<file path="src/rtl/hcbd_pkg.sv">
// shared types and constants for the chunked body decoder
// no dependencies
`default_nettype none

package hcbd_pkg;

  localparam int LEN_BITS_DEF = 32;

  localparam logic [7:0] CHAR_NL = 8'h0A;

  // status codes on the result channel
  localparam logic [1:0] ST_RUN = 2'd0;
  localparam logic [1:0] ST_OK  = 2'd1;
  localparam logic [1:0] ST_BAD = 2'd2;

  localparam int TDATA_OUT_W = 16;

  // one classified request as it sits in the queue
  typedef struct packed {
    logic [7:0] data;
    logic       last;
    logic       blank;
    logic       hex;
    logic [3:0] hex_val;
    logic       newline;
  } hcbd_item_t;

endpackage

`default_nettype wire

</file>
<file path="src/rtl/hcbd_front.sv">
// front part: classifies each incoming byte for the back part
// depends on hcbd_pkg
`default_nettype none

module hcbd_front
  import hcbd_pkg::*;
(
  input  wire logic [7:0] byte_i,
  input  wire logic       last_i,
  output hcbd_item_t      item_o
);

  logic       is_dec;
  logic       is_low;
  logic       is_up;
  logic [3:0] val;

  // hex digit decode
  always_comb begin
    is_dec = (byte_i >= 8'h30) && (byte_i <= 8'h39);
    is_low = (byte_i >= 8'h61) && (byte_i <= 8'h66);
    is_up  = (byte_i >= 8'h41) && (byte_i <= 8'h46);
    if (is_dec) begin
      val = byte_i[3:0];
    end else if (is_low || is_up) begin
      val = byte_i[3:0] + 4'd9;
    end else begin
      val = 4'd0;
    end
  end

  // pack the classified request
  always_comb begin
    item_o.data    = byte_i;
    item_o.last    = last_i;
    item_o.blank   = (byte_i == 8'h20) || ((byte_i >= 8'h09) && (byte_i <= 8'h0D));
    item_o.hex     = is_dec || is_low || is_up;
    item_o.hex_val = val;
    item_o.newline = (byte_i == CHAR_NL);
  end

endmodule

`default_nettype wire

</file>
<file path="src/rtl/hcbd_queue.sv">
// two-entry queue between the front and back parts
// depends on hcbd_pkg
`default_nettype none

module hcbd_queue
  import hcbd_pkg::*;
(
  input  wire logic        clk,
  input  wire logic        rst_n,
  input  wire logic        push_i,
  input  wire hcbd_item_t  item_i,
  output logic             full_o,
  output logic             nempty_o,
  input  wire logic        pop_i,
  output hcbd_item_t       item_o
);

  hcbd_item_t  mem_r [2];
  logic        wr_ptr_r;
  logic        rd_ptr_r;
  logic [1:0]  count_r;

  assign full_o   = (count_r == 2'd2);
  assign nempty_o = (count_r != 2'd0);
  assign item_o   = mem_r[rd_ptr_r];

  // storage
  always_ff @(posedge clk) begin
    if (push_i) begin
      mem_r[wr_ptr_r] <= item_i;
    end
  end

  // pointers and fill count
  always_ff @(posedge clk) begin
    if (!rst_n) begin
      wr_ptr_r <= 1'b0;
      rd_ptr_r <= 1'b0;
      count_r  <= 2'd0;
    end else begin
      if (push_i) begin
        wr_ptr_r <= ~wr_ptr_r;
      end
      if (pop_i) begin
        rd_ptr_r <= ~rd_ptr_r;
      end
      if (push_i && !pop_i) begin
        count_r <= count_r + 2'd1;
      end else if (pop_i && !push_i) begin
        count_r <= count_r - 2'd1;
      end
    end
  end

endmodule

`default_nettype wire

</file>
<file path="src/rtl/hcbd_back.sv">
// back part: chunk state machine and the result register
// depends on hcbd_pkg
`default_nettype none

module hcbd_back
  import hcbd_pkg::*;
#(
  parameter int LEN_BITS = LEN_BITS_DEF
) (
  input  wire logic                   clk,
  input  wire logic                   rst_n,
  input  wire logic                   identity_i,
  input  wire logic                   avail_i,
  input  wire hcbd_item_t             item_i,
  output logic                        pop_o,
  output logic                        out_valid_o,
  input  wire logic                   out_ready_i,
  output logic [TDATA_OUT_W-1:0]      out_data_o,
  output logic                        out_user_o
);

  typedef enum logic [2:0] {
    PH_LEAD, PH_HEX, PH_TRAIL, PH_DATA, PH_DISCARD, PH_DONE_OK, PH_DONE_BAD
  } phase_t;

  phase_t                phase_r,  phase_nxt;
  logic [LEN_BITS-1:0]   size_r,   size_nxt;
  logic [LEN_BITS-1:0]   left_r,   left_nxt;
  logic                  out_valid_r;
  logic [TDATA_OUT_W-1:0] out_data_r;
  logic                  out_user_r;
  logic                  pv;
  logic [7:0]            pb;
  logic [1:0]            status;

  // take a request when the result register is free or drains now
  assign pop_o       = avail_i && (!out_valid_r || out_ready_i);
  assign out_valid_o = out_valid_r;
  assign out_data_o  = out_data_r;
  assign out_user_o  = out_user_r;

  // next state and result for the request at the head of the queue
  always_comb begin
    phase_nxt = phase_r;
    size_nxt  = size_r;
    left_nxt  = left_r;
    pv        = 1'b0;
    pb        = 8'h00;
    status    = ST_RUN;
    if (identity_i) begin
      pv = 1'b1;
      pb = item_i.data;
      if (item_i.last) begin
        status = ST_OK;
      end
    end else begin
      unique case (phase_r)
        PH_LEAD: begin
          if (!item_i.blank) begin
            if (item_i.hex) begin
              size_nxt  = LEN_BITS'(item_i.hex_val);
              phase_nxt = PH_HEX;
            end else begin
              phase_nxt = PH_DONE_OK;
            end
          end
        end
        PH_HEX, PH_TRAIL: begin
          if (phase_r == PH_HEX && item_i.hex) begin
            if (size_r[LEN_BITS-1 -: 4] != 4'd0) begin
              phase_nxt = PH_DONE_BAD;
            end else begin
              size_nxt = {size_r[LEN_BITS-5:0], item_i.hex_val};
            end
          end else if (item_i.blank) begin
            phase_nxt = PH_TRAIL;
          end else if (size_r == '0) begin
            phase_nxt = PH_DONE_OK;
          end else begin
            // first payload byte of the chunk
            pv        = 1'b1;
            pb        = item_i.data;
            left_nxt  = size_r - LEN_BITS'(1);
            size_nxt  = '0;
            phase_nxt = (size_r != LEN_BITS'(1)) ? PH_DATA : PH_DISCARD;
          end
        end
        PH_DATA: begin
          pv       = 1'b1;
          pb       = item_i.data;
          left_nxt = left_r - LEN_BITS'(1);
          if (left_r == LEN_BITS'(1)) begin
            phase_nxt = PH_DISCARD;
          end
        end
        PH_DISCARD: begin
          if (item_i.newline) begin
            phase_nxt = PH_LEAD;
          end
        end
        PH_DONE_OK, PH_DONE_BAD: begin
        end
        default: begin
        end
      endcase

      // outcome on the end mark, or once decided
      if (item_i.last) begin
        unique case (phase_nxt)
          PH_HEX, PH_TRAIL: status = (size_nxt == '0) ? ST_OK : ST_BAD;
          PH_DATA, PH_DONE_BAD: status = ST_BAD;
          default: status = ST_OK;
        endcase
      end else if (phase_nxt == PH_DONE_OK) begin
        status = ST_OK;
      end else if (phase_nxt == PH_DONE_BAD) begin
        status = ST_BAD;
      end
    end

    // end mark starts a new body
    if (item_i.last) begin
      phase_nxt = PH_LEAD;
      size_nxt  = '0;
      left_nxt  = '0;
    end
  end

  // state and result register
  always_ff @(posedge clk) begin
    if (!rst_n) begin
      phase_r     <= PH_LEAD;
      size_r      <= '0;
      left_r      <= '0;
      out_valid_r <= 1'b0;
    end else begin
      if (pop_o) begin
        phase_r     <= phase_nxt;
        size_r      <= size_nxt;
        left_r      <= left_nxt;
        out_valid_r <= 1'b1;
      end else if (out_ready_i) begin
        out_valid_r <= 1'b0;
      end
    end
    if (pop_o) begin
      out_data_r <= {{(TDATA_OUT_W - 10){1'b0}}, status, pb};
      out_user_r <= pv;
    end
  end

endmodule

`default_nettype wire

</file>
<file path="src/rtl/http_chunked_body_decoder.sv">
// top level of the chunked body decoder: config register, front, queue, back
// depends on hcbd_pkg, hcbd_front, hcbd_queue, hcbd_back
//
//   channel | direction | contents
//   in_     | slave     | tdata[7:0] body byte, tlast end of body
//   out_    | master    | tdata[7:0] payload byte, tdata[9:8] status, tuser payload valid
//   cfg_    | write     | wr_data identity mode (1 pass through, 0 chunked)
//
// one request per cycle sustained while the output is not stalled; one result per request
// the result is registered: an accepted input request passes through the queue, then the result register
// the input stalls only when the two-entry queue is full
// output stalls back up through the result register into the queue
// synchronous active-low reset; returns to chunk-size parsing with identity mode off
`default_nettype none

module http_chunked_body_decoder
  import hcbd_pkg::*;
#(
  parameter int LEN_BITS = LEN_BITS_DEF
) (
  input  wire logic                   clk,
  input  wire logic                   rst_n,
  input  wire logic                   in_tvalid,
  output logic                        in_tready,
  input  wire logic [7:0]             in_tdata,   // [7:0] in_byte
  input  wire logic                   in_tlast,
  output logic                        out_tvalid,
  input  wire logic                   out_tready,
  output logic [TDATA_OUT_W-1:0]      out_tdata,  // [7:0] payload_byte, [9:8] status
  output logic                        out_tuser,  // [0] payload_valid
  input  wire logic                   cfg_wr_en,
  input  wire logic                   cfg_wr_data
);

  logic        identity_r;
  hcbd_item_t  front_item;
  hcbd_item_t  head_item;
  logic        q_full;
  logic        q_nempty;
  logic        q_pop;
  logic        q_push;

  // identity mode register
  always_ff @(posedge clk) begin
    if (!rst_n) begin
      identity_r <= 1'b0;
    end else if (cfg_wr_en) begin
      identity_r <= cfg_wr_data;
    end
  end

  assign in_tready = !q_full;
  assign q_push    = in_tvalid && !q_full;

  hcbd_front u_front (
    .byte_i (in_tdata),
    .last_i (in_tlast),
    .item_o (front_item)
  );

  hcbd_queue u_queue (
    .clk      (clk),
    .rst_n    (rst_n),
    .push_i   (q_push),
    .item_i   (front_item),
    .full_o   (q_full),
    .nempty_o (q_nempty),
    .pop_i    (q_pop),
    .item_o   (head_item)
  );

  hcbd_back #(
    .LEN_BITS (LEN_BITS)
  ) u_back (
    .clk         (clk),
    .rst_n       (rst_n),
    .identity_i  (identity_r),
    .avail_i     (q_nempty),
    .item_i      (head_item),
    .pop_o       (q_pop),
    .out_valid_o (out_tvalid),
    .out_ready_i (out_tready),
    .out_data_o  (out_tdata),
    .out_user_o  (out_tuser)
  );

endmodule

`default_nettype wire

</file>
<file path="config.mk">
export PLATFORM = sky130hd
export DESIGN_NAME = http_chunked_body_decoder
export DESIGN_NICKNAME = d
export VERILOG_FILES = /design/src/rtl/hcbd_pkg.sv /design/src/rtl/hcbd_front.sv /design/src/rtl/hcbd_queue.sv /design/src/rtl/hcbd_back.sv /design/src/rtl/http_chunked_body_decoder.sv
export SDC_FILE = /design/constraint.sdc
export NUM_CORES = 1
export LEC_CHECK = 0
export BUFFER_PORTS_ARGS = -buffer_cell sky130_fd_sc_hd__buf_2
export CORE_UTILIZATION = 59
export CTS_CLUSTER_SIZE = 40
export DETAILED_ROUTE_END_ITERATION = 10
export PLACE_DENSITY_LB_ADDON = 0.15
export SYNTH_ARGS = -nofsm -noshare
export SYNTH_HDL_FRONTEND = slang
export SYNTH_SLANG_ARGS = --single-unit
</file>
<file path="constraint.sdc">
create_clock -name clk -period 5.5 [get_ports clk]
set_input_delay 0.275 -clock clk [delete_from_list [all_inputs] [get_ports clk]]
set_output_delay 0.275 -clock clk [all_outputs]
set_load 0.02 [all_outputs]
</file>
==> flow_results.org, run 1 <==
** Synthesis
- Synthesis inferred 117 register bits.
- Post-synthesis compound-gate area fraction :: 0.180
- Of the total synthesized cell area, the portion taken by AND, OR, NAND and NOR gates is 0.243.
- Sequential fraction of the synthesis area :: 0.433
- The synthesized design contains 43 enable-type register cells.
- Most used flip-flop cell after synthesis :: sky130_fd_sc_hd__dfxtp_1
- Proportion of synthesized flip-flops having asynchronous set or reset :: 0
- Synthesized area :: 6400 sq um
- The average instance in the mapped netlist occupies 9.00 sq um.
- After synthesis, the largest family of logic cells by area is simple AND/OR/NAND/NOR gates.
- Of the post-synthesis cell area, the part taken by muxes is 0.0340.
- Synthesized instance count :: about 700
- Post-synthesis adder-cell area fraction :: 0.0215
- Yosys printed 0 warnings.
- In this run, distinct cell masters in the synthesized netlist total 60.
- Of the total synthesized cell area, the portion taken by XOR and XNOR cells is 0.0533.

** Timing
- For the pin with the worst max-slew slack, the measured transition is ~1.1 ns.
- Of the available clock period, the critical path in the final layout requires 0.689.
- The final count of pins violating max slew came to 0.
- The worst path in the final design needs a cycle of 3.79 ns, including I/O delays and setup.
- Setup-failing EPs final :: 0
- The final-report hold violation count was 0.
- Final-layout setup total negative slack :: 0 ns
- Fin Clk Skew :: between 0.008 and 0.009 ns
- Achievable Freq :: 264 MHz
- Rel. slew slack :: 0.240
- Unrepaired setup endpoints after global routing :: no

** Setup path
- The largest single stage delay on the critical path is just over 1 ns.
- Crit start category :: flip-flop
- For the worst flop-to-flop path, the logic depth is 7.
- STA puts the critical path data required time at 5.94 ns.
- End of the worst register-to-register path :: u_back.left_r[24]
- At the worst endpoint, the arrival time is 4.23 ns.
- The slowest stage of the critical path is the sky130_fd_sc_hd__dfxtp_1 cell.
- Worst-path cell chain :: mux2i_1, nand2_1, nand2_1, a21o_1, and2_0, o21ai_0, o21ai_0
- Worst R2R Setup Slack :: roughly 1.7 ns
- In this run the worst path has a maximum fanout of 27.
- The worst setup path is of the reg -> reg kind.
- The worst setup path is captured at a flip-flop.

** Placed design
- Summing all placed instances gives a cell area of 6590 sq um.
- Routability-driven placement finished with a final weighted congestion of 0.955.
- Counting tap cells, the placed design contains a total of 846 instances.
- In this run the tool buffered the top-level ports with 27 buffer cells.
- After legalization and detailed placement, the total HPWL measured 10,400 um.

** Min path
- The worst hold path was traced through 3 stages.
- For hold timing, the worst endpoint is identity_r.
- Hold Crit Class :: in -> reg
- The startpoint identified for the worst hold timing path is cfg_wr_data.

** CTS
- Buffers from clock root to sink, at most :: 2
- Clock sink total :: 117
- CTS placed an instance of sky130_fd_sc_hd__clkbuf_8 at the clock tree root.
- Number of CTS-inserted buffers :: 17
- Clk_lat worst skew :: about 0.53 ns
- The H-tree was split into 4 levels.
- TritonCTS built the clock tree.
- Count of buffers added by post-CTS timing repair for setup :: 0
- Clock-pin slew was measured on the worst setup and hold paths at 0.06 ns.

** GRT
- Overall track demand over capacity in global routing :: 0.288
- Antenna violations before repair :: 0
- Wire length of the first global-routing pass :: about 25,000 um
- Overflow left after global routing :: 0
- The number of global-route vias before repair came to 5,029.
- Entering global routing, the biggest net connects 71 pins.

** Drt
- Summed over all layers, the routed wires come to roughly 15,000 um.
- Violation count after the first detailed-routing iteration :: 438
- In the routed layout, each cell is associated on average with a via count of 6.09.
- Post-route ant nets :: 0
- Number of optimization iterations in the first detailed-route pass :: 5
- DRC viols :: 0
- Routed len/inst :: ~17 um
- The routed layout has around 5,400 vias.

** Floorplanning
- Floorplan core area :: 10,400 sq um
- Row generation in the floorplan step produced 37 rows.
- I/O pin count :: 34
- From bottom edge to top edge, the die measures 106 um.
- The floorplan step defined a die boundary enclosing 11,300 sq um.
- Initial core utilization :: 0.615
- Measured along the x axis, the die boundary spans around 110 um.

** Power and ir drop
- Power comes to ~3 mW.
- Dividing total power by cell area gives a power density of between 400 and 500 nW/um^2.
- Leakage component of the power :: between 2 and 3 nW
- Max rail drop VDD :: approximately 0.38 mV

** Layout
- Count of fill cells added during filler insertion :: 812
- Number of inserted diodes :: 0
- The count of cells in the finished layout, fillers not included, comes to 884.
- Growth of design area from synthesis to finish :: 12.9%
- With fillers left out, the area of the finished cells amounts to 7230 sq um.
- The net count of the finished layout is 761.
- Fraction of layout instances using a drive strength above 1 :: 0.103

** Run
- Number of max-cap violations :: 0

** Run status
- Result of the run :: finished clean
## cells in the final DEF, fill, tap and decap left out, types with 14 or more instances in the layout
cell type                    n
sky130_fd_sc_hd__o21ai_0    48
sky130_fd_sc_hd__o211ai_1   14
sky130_fd_sc_hd__clkbuf_16  16
sky130_fd_sc_hd__nor2b_1    44
sky130_fd_sc_hd__edfxtp_1   43
sky130_fd_sc_hd__nor3_1     26
sky130_fd_sc_hd__mux2i_1    15
sky130_fd_sc_hd__nand3_1    21
sky130_fd_sc_hd__dfxtp_1    74
sky130_fd_sc_hd__a22oi_1    36
sky130_fd_sc_hd__buf_2      27
sky130_fd_sc_hd__xnor2_1    21
sky130_fd_sc_hd__xor2_1     18
sky130_fd_sc_hd__a21oi_1    14
sky130_fd_sc_hd__a21boi_0   17
sky130_fd_sc_hd__nand2_1    70
sky130_fd_sc_hd__nor2_1     67
## worst max path at each step
stage | startpoint | endpoint | slack (ns) | depth (start not counted)
finish | flip-flop | u_back.left_r[24] | 1.71 | 7
global route | u_back.size_r[4] | u_back.left_r[24] | 1.41 | 8
detailed placement | flip-flop | u_back.left_r[24] | 1.86 | 8
global placement | flip-flop | u_back.left_r[29] | 1.92 | 7
floorplan | u_back.size_r[13] | u_back.out_data_o[8] | 2.57 | 9
CTS | flip-flop | u_back.left_r[24] | 1.81 | 7
## synth_stat cells, types with 17 or more instances
library cell / count / share of area
sky130_fd_sc_hd__nand2_1: 70 / 0.041
sky130_fd_sc_hd__xnor2_1: 21 / 0.029
sky130_fd_sc_hd__a22oi_1: 36 / 0.042
sky130_fd_sc_hd__edfxtp_1: 43 / 0.20
sky130_fd_sc_hd__a21boi_0: 17 / 0.020
sky130_fd_sc_hd__nand3_1: 21 / 0.016
sky130_fd_sc_hd__o21ai_0: 48 / 0.038
sky130_fd_sc_hd__nor3_1: 26 / 0.020
sky130_fd_sc_hd__xor2_1: 18 / 0.025
sky130_fd_sc_hd__nor2_1: 68 / 0.040
sky130_fd_sc_hd__dfxtp_1: 74 / 0.23
sky130_fd_sc_hd__nor2b_1: 44 / 0.043
sky130_fd_sc_hd__clkbuf_1: 28 / 0.016
## report_power, final
part           switching [mW]  leakage (nW)  internal [mW]
sequential             0.0706          1.01           1.01
clock                   0.391         0.273          0.687
combinational           0.538          1.45          0.300
total                    1.00          2.73           2.00
## routing by layer
metal	routed length (um)	track usage
met1	7210	0.400
met2	7070	0.445
met3	906	0.0638
met4	181	0.0942
met5	0	0
## worst max-delay path: cells and delay by family, from the launching register on
family           cells  cell delay (ns)
multiplexers         1             0.73
AO/OA/AOI/OAI        3             0.96
flip-flops           1             1.02
AND/OR/NAND/NOR      3             0.97
## cell families (layout without fill, tap and decap cells)
group / Yosys count / count (layout)
compound gates: 170 / 170
xor+xnor: 39 / 39
fa+ha+maj: 11 / 11
buf+inv: 50 / 81
flops: 117 / 117
mux: 21 / 21
other cells: 1 / 6
simple gates: 303 / 303
## metrics by stage
stage          setup WS (ns)  hold slack [ns]   util
3_3_place_gp            1.92            0.471  0.632
3_5_place_dp            1.86            0.474  0.632
5_1_grt                 1.41           0.0282  0.694
2_1_floorplan           2.57            0.374      -
4_1_cts                 1.81          0.00126  0.694
6_report                1.71           0.0157  0.694
## cell type report
class	instances	area, sq um	share of cell area
multi-input cells	550	3430	0.475
flip-flops and latches	117	2770	0.384
clock buffers	19	422	0.0583
repair buffers	38	233	0.0322
well taps	136	170	0.0235
clock inverters	13	160	0.0222
inverters	11	41.3	0.00571
## flip-flops by register name, summed over array words and instances (netlist names), named ones only
register and count:
u_back.left_r 32, u_back.size_r 32, u_queue.mem_r 32, u_back.out_data_o 10
u_back.phase_r 3, u_queue.count_r 2, identity_r 1, u_back.out_user_o 1
u_back.out_valid_o 1, u_queue.rd_ptr_r 1, u_queue.wr_ptr_r 1
## repair_timing
item,CTS,global route
hold buffers,6,0
resized for setup,0,0
hold endpoints to repair,12,0
(Power assumes the default switching activity.)
==> run 2: changes to the inputs <==
Settings changed: ABC_AREA set to 1, CORE_UTILIZATION 59 to 57.
Clock period 5.5 ns to 3.4 ns, I/O delays scaled along.
==> flow_results.org, run 2 <==
** Placed design
- The placed wire-length estimate after detailed placement is 15,900 um (+53%).
- Worst slack, placed :: 0.669 ns (-1.19 ns)
- The number of placed cells counting well taps came to 1,457 (+72%).
- The total placed instance area is 8560 sq um (+30%).
- The final weighted congestion of routability-driven global placement was 0.895 (-6.3%).
- Port buffer count :: 27 (unchanged)

** Setup path
- Data required time of the critical path :: 3.75 ns (-2.19 ns)
- Largest stage delay on the critical path :: 0.59 ns (-0.43 ns)
- STA classifies the critical path startpoint as a flip-flop.
- Worst-path cell chain :: buf_4, inv_2, buf_4, nand2_1, nand2_1, inv_1, nand2_1, a31oi_2, buf_4, o211ai_1, a21oi_1
- Cell family with the largest share of critical-path delay :: buffers and inverters
- Worst Path Max Fanout :: 16 (-41%)
- On the critical path, the stage with the largest delay is an instance of sky130_fd_sc_hd__a31oi_2.
- STA classifies the critical path endpoint as a flip-flop.
- Worst EP arrival :: 3.17 ns (-1.06 ns)
- Critical path class :: reg -> reg
- Number of buffer and inverter stages on the critical path :: 5 (+5)

** Layout
- Count of placed standard cells in the final layout, fillers left out :: 1,497 (+69%)
- Fraction of layout instances using a drive strength above 1 :: 0.0995 (-0.00347)
- Count of fill cells added during filler insertion :: 1,280 (+58%)
- Number of inserted diodes :: 0 (unchanged)
- Final core utilization :: 0.657 (-0.0373)
- The largest registers in the layout are u_back.left_r: 32 flops, u_back.size_r: 32 flops, u_queue.mem_r: 32 flops.
- Most common library cell in the layout ignoring fill and taps :: sky130_fd_sc_hd__nand2_1
- The total non-filler cell area in the finished layout is 9220 sq um (+28%).
- Total Nets Final :: 1,330 (+75%)
- Most frequent cells in the layout :: sky130_fd_sc_hd__nand2_1 (353), sky130_fd_sc_hd__nor2_1 (148), sky130_fd_sc_hd__a21oi_1 (119)
- Growth of design area from synthesis to finish :: 11.0%
- The area taken by multi-input logic gates came to 4770 sq um (+39%).
- Register Area :: 2770 sq um (unchanged)

** CTS
- The quantity of gates resized following cts is 0 (unchanged).
- Clock sink total :: 117 (unchanged)
- Buffers from clock root to sink, at most :: 2 (unchanged)
- Clock input transition at the sequential cells of the worst setup and hold paths :: 0.06 ns (about the same)
- The total number of H-tree levels came to 4 (unchanged).
- The hold buffer count at CTS came to 8 (+2).
- The setup fix buffers added after clock tree synthesis was 0 (unchanged).
- Clock tree synthesis selected as its root buffer the cell sky130_fd_sc_hd__clkbuf_16.
- Clock tree from TritonCTS :: built
- Clk_lat worst skew :: 0.43 ns (-0.10 ns)
- The number of buffers added by the clock tree synthesis step is 17 (unchanged).

** Drt
- Via/cell ratio :: 5.83 (-4.3%)
- The routed wire length per instance is 15.7 um (-9.4%).
- DRC viols :: 0 (unchanged)
- The iteration count of the initial detailed-routing pass came to 6 (+1).
- The remaining antenna violation count came to 0 (unchanged).
- The count of vias placed by the detailed router was 8,732 (+62%).
- Violation count after the first detailed-routing iteration :: 915 (+110%)
- Detailed Route WL :: 23,600 um (+53%)

** Synthesis
- Number of library cell types mapped by synthesis :: 52 (-13%)
- Post-synth top cells :: sky130_fd_sc_hd__nand2_1 (353), sky130_fd_sc_hd__nor2_1 (149), sky130_fd_sc_hd__a21oi_1 (119)
- Synthesized instance count :: 1,288 (+81%)
- Largest cells by area after synthesis :: sky130_fd_sc_hd__dfxtp_1 (18%), sky130_fd_sc_hd__nand2_1 (16%), sky130_fd_sc_hd__edfxtp_1 (16%), sky130_fd_sc_hd__a21oi_1 (7.2%), sky130_fd_sc_hd__nor2_1 (6.7%)
- Synthesized area :: 8310 sq um (+30%)
- The area share of the leading cell type in the synthesized netlist is 0.178 (-0.0530).
- For this run, the leading register cell type out of synthesis is sky130_fd_sc_hd__dfxtp_1.
- Dominant cell type by area after synthesis :: sky130_fd_sc_hd__dfxtp_1
- The async set-reset flop share out of synthesis is 0 (unchanged).
- The count of synthesis-stage warnings from yosys was 0 (unchanged).
- Synthesized area per cell :: 6.45 sq um (-28%)
- Yosys instantiated no cell more often than sky130_fd_sc_hd__nand2_1.
- The total of flip-flops plus latches after synthesis came to 117 (unchanged).
- The sequential element share of the synthesized area was 0.334 (-0.0992).
- The number of enable flip-flop cells after synthesis is 43 (unchanged).

** Timing
- Setup-failing EPs final :: 0 (unchanged)
- Worst-Margin Slew :: 0.747 ns (-0.389 ns)
- Final-layout setup total negative slack :: 0 ns (unchanged)
- Final clock period utilization by the worst path :: 0.829 (+0.140)
- Fin Clk Skew :: 0.0157 ns (+0.00698 ns)
- Rel. slew slack :: 0.501 (+0.261)
- The highest achievable clock rate was 355 MHz (+34%).
- Worst hold-check slack :: 0.00568 ns (-0.0101 ns)
- Number of hold-slack violations in the final timing report :: 0 (unchanged)
- The final count of pins violating max slew is 0 (unchanged).
- Setup repair after global routing left no endpoint under its margin.
- Fin crit period :: 2.82 ns (-0.971 ns)
- Final setup slack of the worst path :: 0.580 ns (-1.13 ns)

** Power and ir drop
- Proportion of total power due to net switching :: 0.475 (+0.142)
- Net load switching power :: 3.45 mW (+250%)
- The peak supply drop was 0.538 mV (+42%).
- The proportion of power drawn by flip-flops and latches was 0.272 (-0.089).
- The post-layout total power came to 7.26 mW (+140%).
- The fraction of power consumed by combinational cells came to 0.486 (+0.206).
- The reported leakage power was 3.97 nW (+45%).
- The power density over the cells is 788 nW/um^2 (+90%).
- The cell internal power dissipation is 3.81 mW (+91%).
- The fraction of power consumed by the clock network is 0.242 (-0.118).

** Floorplanning
- The vertical die dimension is 123 um (+16%).
- The effective utilization at floorplan came to 0.592 (-0.0232).
- The floorplan die area was 15,100 sq um (+34%).
- The number of placement rows is 43 (+16%).
- I/O pin count :: 34 (unchanged)
- The placeable core region is 14,000 sq um (+35%).
- Horizontal extent of the die :: 123 um (+16%)

** GRT
- The total global-route track usage was 0.325 (+0.0368).
- Antenna violations before repair :: 0 (unchanged)
- Wire length of the first global-routing pass :: 38,100 um (+51%)
- The total global routing overflow was 0 (unchanged).
- The number of global-route vias before repair came to 7,757 (+54%).
- Pin count of the biggest net entering global routing :: 39 (-45%)

** Run
- Number of max-cap violations :: 0 (unchanged)

** Run status
- The flow ran to the end, and the final reports show no timing, DRC or antenna violations.

** Min path
- The min-delay analysis places its worst path in the category in -> reg.
-- run 2: changes by cell type in the layout (fill, tap and decap cells not counted), moves of 17 or more --
cell	change
sky130_fd_sc_hd__nand2_1	+283
sky130_fd_sc_hd__xnor2_1	-19
sky130_fd_sc_hd__o21ai_0	+59
sky130_fd_sc_hd__a22oi_1	-36
sky130_fd_sc_hd__a21oi_1	+105
sky130_fd_sc_hd__buf_4	+23
sky130_fd_sc_hd__nor2_1	+81
sky130_fd_sc_hd__nor2b_1	-44
sky130_fd_sc_hd__inv_1	+101
sky130_fd_sc_hd__a21boi_0	-17
sky130_fd_sc_hd__nand3_1	+75
-- run 2: kinds of logic after synthesis --
kind of cell / Yosys count / synth area share
flip-flops: 117 / 0.334
XOR/XNOR: 17 / 0.0179
other: 1 / 0.000451
adder cells (fa/ha/maj): 11 / 0.0166
buffers and inverters: 187 / 0.0965
AO/OA/AOI/OAI: 294 / 0.197
AND/OR/NAND/NOR: 661 / 0.338
-- run 2: final cells by class --
cell class / count / share of cell area
well taps: 180 / 0.0244
clock buffers: 17 / 0.0461
flip-flops and latches: 117 / 0.301
multi-input cells: 989 / 0.517
clock inverters: 15 / 0.0168
inverters: 115 / 0.0468
repair buffers: 64 / 0.0483
-- run 2: path summary, 6_finish.rpt --
path	from	endpoint	cells after the start	slack, ns
max	flip-flop	u_back.left_r[30]	11	0.58
min reg2reg	u_queue.rd_ptr_r	u_queue.rd_ptr_r	1	0.47
max reg2reg	flip-flop	u_back.left_r[30]	11	0.58
min	in_tdata[3]	u_queue.mem_r[0][11]	1	0.006
-- run 2: per-layer routing --
layer | up-vias | global-route usage | wire [um]
met2 | 411 | 0.535 | 11000
met3 | 104 | 0.0497 | 1540
met4 | 0 | 0.178 | 1250
met1 | 3912 | 0.407 | 9720
met5 | - | 0 | 0
li1 | 4305 | - | -
-- run 2: power by group through the flow --
| stage | Combinational (mW) | Clock [mW] | Sequential (mW) |
|---|---|---|---|
| global placement | 3.40 | 0 | 1.99 |
| floorplan | 2.52 | 0 | 2.03 |
| CTS | 3.49 | 1.79 | 1.97 |
| detailed placement | 3.45 | 0 | 1.99 |
| global route | 3.92 | 1.85 | 2.00 |
| finish | 3.53 | 1.76 | 1.97 |
==> run 3: changes to the inputs <==
Settings changed: ABC_AREA 1 to 0, CORE_UTILIZATION 57 to 56.
Clock period 3.4 ns to 2.3 ns, I/O delays scaled along.
==> flow_results.org, run 3 (synthesized netlist as in run 1, its figures left out) <==
** GRT
- The total global routing overflow was 0 (unchanged).
- The number of global-route vias before repair is 6,209 (-20%).
- Pin count of the biggest net entering global routing :: 48 (+23%)
- The number of antenna violations at the first check in global routing is 0 (unchanged).
- Overall track demand over capacity in global routing :: 0.365 (+0.0404)
- Wire length of the first global-routing pass :: 32,400 um (-15%)

** CTS
- The root buffer cell chosen for the clock tree is sky130_fd_sc_hd__clkbuf_16.
- The number of clock sinks is 117 (unchanged).
- CTS H-tree lvls :: 4 (unchanged)
- The source-to-sink clock delay at the later pin of the worst-skew pair is 0.43 ns (about the same).
- Number of CTS-inserted buffers :: 17 (unchanged)
- Clock input transition at the sequential cells of the worst setup and hold paths :: 0.05 ns (about the same)
- The maximum number of buffers from clock root to sink came to 2 (unchanged).
- TritonCTS built the clock tree.

** Placed design
- Worst slack, placed :: -0.579 ns (-1.25 ns)
- The final weighted congestion of routability-driven global placement was 0.911 (+1.8%).
- Port buffer count :: 27 (unchanged)
- DP Wirelength :: 12,500 um (-21%)

** Setup path
- The critical path buffer and inverter count came to 1 (-4).
- STA classifies the critical path startpoint as a flip-flop.
- Worst-path cell chain :: or4_4, nor4_4, buf_4, nand4_1, or3_1, o211a_2, nand2_2, a211oi_1, or4_1
- Data required time of the critical path :: 2.45 ns (-1.30 ns)
- Cell family with the largest share of critical-path delay :: simple AND/OR/NAND/NOR gates
- The worst register-to-register path begins at u_back.size_r[11].
- Critical Path Slowest Stage Cell :: sky130_fd_sc_hd__or4_1
- The arrival time at the worst endpoint is 2.99 ns (-0.18 ns).
- The delay of the slowest critical-path stage was 0.56 ns (-0.03 ns).
- The maximum fanout count along the critical path came to 5 (-11).
- Cells on worst reg2reg path :: 9 (-2)
- Crit. End Element :: flip-flop
- Critical path class :: reg -> reg
- Worst R2R Setup Slack :: -0.54 ns (-1.12 ns)
- In this run the critical register-to-register path is captured at u_back.out_data_o[8].

** Timing
- Final clock period utilization by the worst path :: 1.24 (+0.406)
- Setup-failing EPs final :: 76 (+76)
- The post-route clock skew is 0.0105 ns (-0.00518 ns).
- The final count of pins violating max slew was 0 (unchanged).
- Final setup slack of the worst path :: -0.541 ns (-1.12 ns)
- The post-route minimum period is 2.84 ns (+0.0211 ns).
- Unrepaired setup endpoints after global routing :: yes
- Achievable Freq :: 352 MHz (-0.74%)
- The final-report hold violation count is 0 (unchanged).
- Worst hold-check slack :: 0.00829 ns (+0.00261 ns)

** Layout
- The library cell used most frequently in the layout, excluding fill and tap cells, is sky130_fd_sc_hd__buf_4.
- Most frequent cells in the layout :: sky130_fd_sc_hd__buf_4 (129), sky130_fd_sc_hd__dfxtp_1 (69), sky130_fd_sc_hd__nand2_1 (62)
- Growth of design area from synthesis to finish :: 41.9%
- Number of inserted diodes :: 0 (unchanged)
- The share of post-route cells with drive strength above 1 was 0.367 (+0.267).
- In the final layout, the registers with the most flip-flops are u_back.left_r: 32 flops, u_back.size_r: 32 flops, u_queue.mem_r: 32 flops.
- The count of fill cells added during filler insertion is 631 (-51%).
- The net count reported at finish is 913 (-31%).

** Run status
- The flow ran to the end, but the final reports show violations.
- The final reports fail on setup timing.

** Power and ir drop
- Leakage component of the power :: 3.66 nW (-7.7%)
- The post-layout total power is 8.43 mW (+16%).
- Max rail drop VDD :: 0.707 mV (+31%)
- The power density over the cells was 928 nW/um^2 (+18%).

** Floorplanning
- Floorplan core area :: 11,000 sq um (-22%)
- The width of the chip was 109 um (-11%).
- Initial core utilization :: 0.583 (-0.00857)
- The number of placement rows is 38 (-12%).
- The number of I/O pins was 34 (unchanged).
- The floorplan die area came to 11,900 sq um (-21%).
- Vertical die dimension :: 109 um (-11%)

** Min path
- Hold Path Depth :: 1 (unchanged)
- The startpoint identified for the worst hold timing path is in_tdata[0].
- In this run the worst hold path is classified as in -> reg.
- Worst Hold Endpoint :: u_queue.mem_r[0][8]

** Drt
- The iteration count of the initial detailed-routing pass was 5 (-1).
- Routed len/inst :: 20.3 um (+29%)
- Post-route ant nets :: 0 (unchanged)
- The final wirelength is 21,100 um (-10%).
- Vias post-DR :: 6,425 (-26%)
- The DRC violation count after routing came to 0 (unchanged).
- Violation count after the first detailed-routing iteration :: 571 (-38%)
- The via-per-instance ratio was 6.18 (+5.9%).

** Run
- Number of max-cap violations :: 0 (unchanged)
[run 3: report_power, final]
group          total (mW)  leakage, nW  switching (mW)  internal (mW)
combinational        3.36         2.39            1.89           1.47
clock                2.56        0.266            1.04           1.52
sequential           2.51         1.01          0.0963           2.42
total                8.43         3.66            3.03           5.40
[run 3: repair_timing]
item	in CTS	in global routing
setup endpoints to repair	77	79
pin swaps	60	20
gates resized for setup	149	34
buffers inserted	14	4
gates cloned	8	0
hold buffers	9	0
hold endpoints to repair	15	0
[run 3: cell type report]
class | count | area [sq um] | share of cell area
flip-flops and latches | 117 | 2780 | 0.306
multi-input cells | 550 | 3920 | 0.431
repair buffers | 190 | 1610 | 0.177
clock inverters | 14 | 126 | 0.0139
inverters | 11 | 41.3 | 0.00454
well taps | 140 | 175 | 0.0193
clock buffers | 18 | 439 | 0.0483
[run 3: routing by layer]
layer  global-route usage  share of wire  vias up
li1                     -              -     2933
met1                0.431           0.39     3075
met2                0.608           0.50      339
met3               0.0807          0.075       78
met4                0.213          0.041        0
met5                    0              0        -
[run 3: worst max-delay path by stage]
stage	from	to	slack [ns]	cells past startpoint
floorplan	u_back.size_r[11]	u_back.out_data_o[8]	-0.46	8
global placement	u_back.size_r[20]	u_back.out_data_o[8]	-0.52	8
detailed placement	u_back.size_r[20]	u_back.out_data_o[8]	-0.58	8
CTS	u_back.size_r[23]	u_back.out_data_o[8]	-0.46	8
global route	u_back.size_r[11]	u_back.out_data_o[8]	-0.63	9
finish	u_back.size_r[11]	u_back.out_data_o[8]	-0.54	9
[run 3: stage by stage]
stage / instance area, sq um / std cells / util / TNS, ns
after detailed placement: 7670 / 981 / 0.698 / -14.72
final: 9090 / 1040 / 0.827 / -17.53
after global placement: 7670 / 981 / 0.698 / -11.25
after floorplan: 6490 / 717 / - / -0.638
after global routing: 9090 / 1040 / 0.827 / -24.93
after CTS: 9080 / 1043 / 0.826 / -17.28
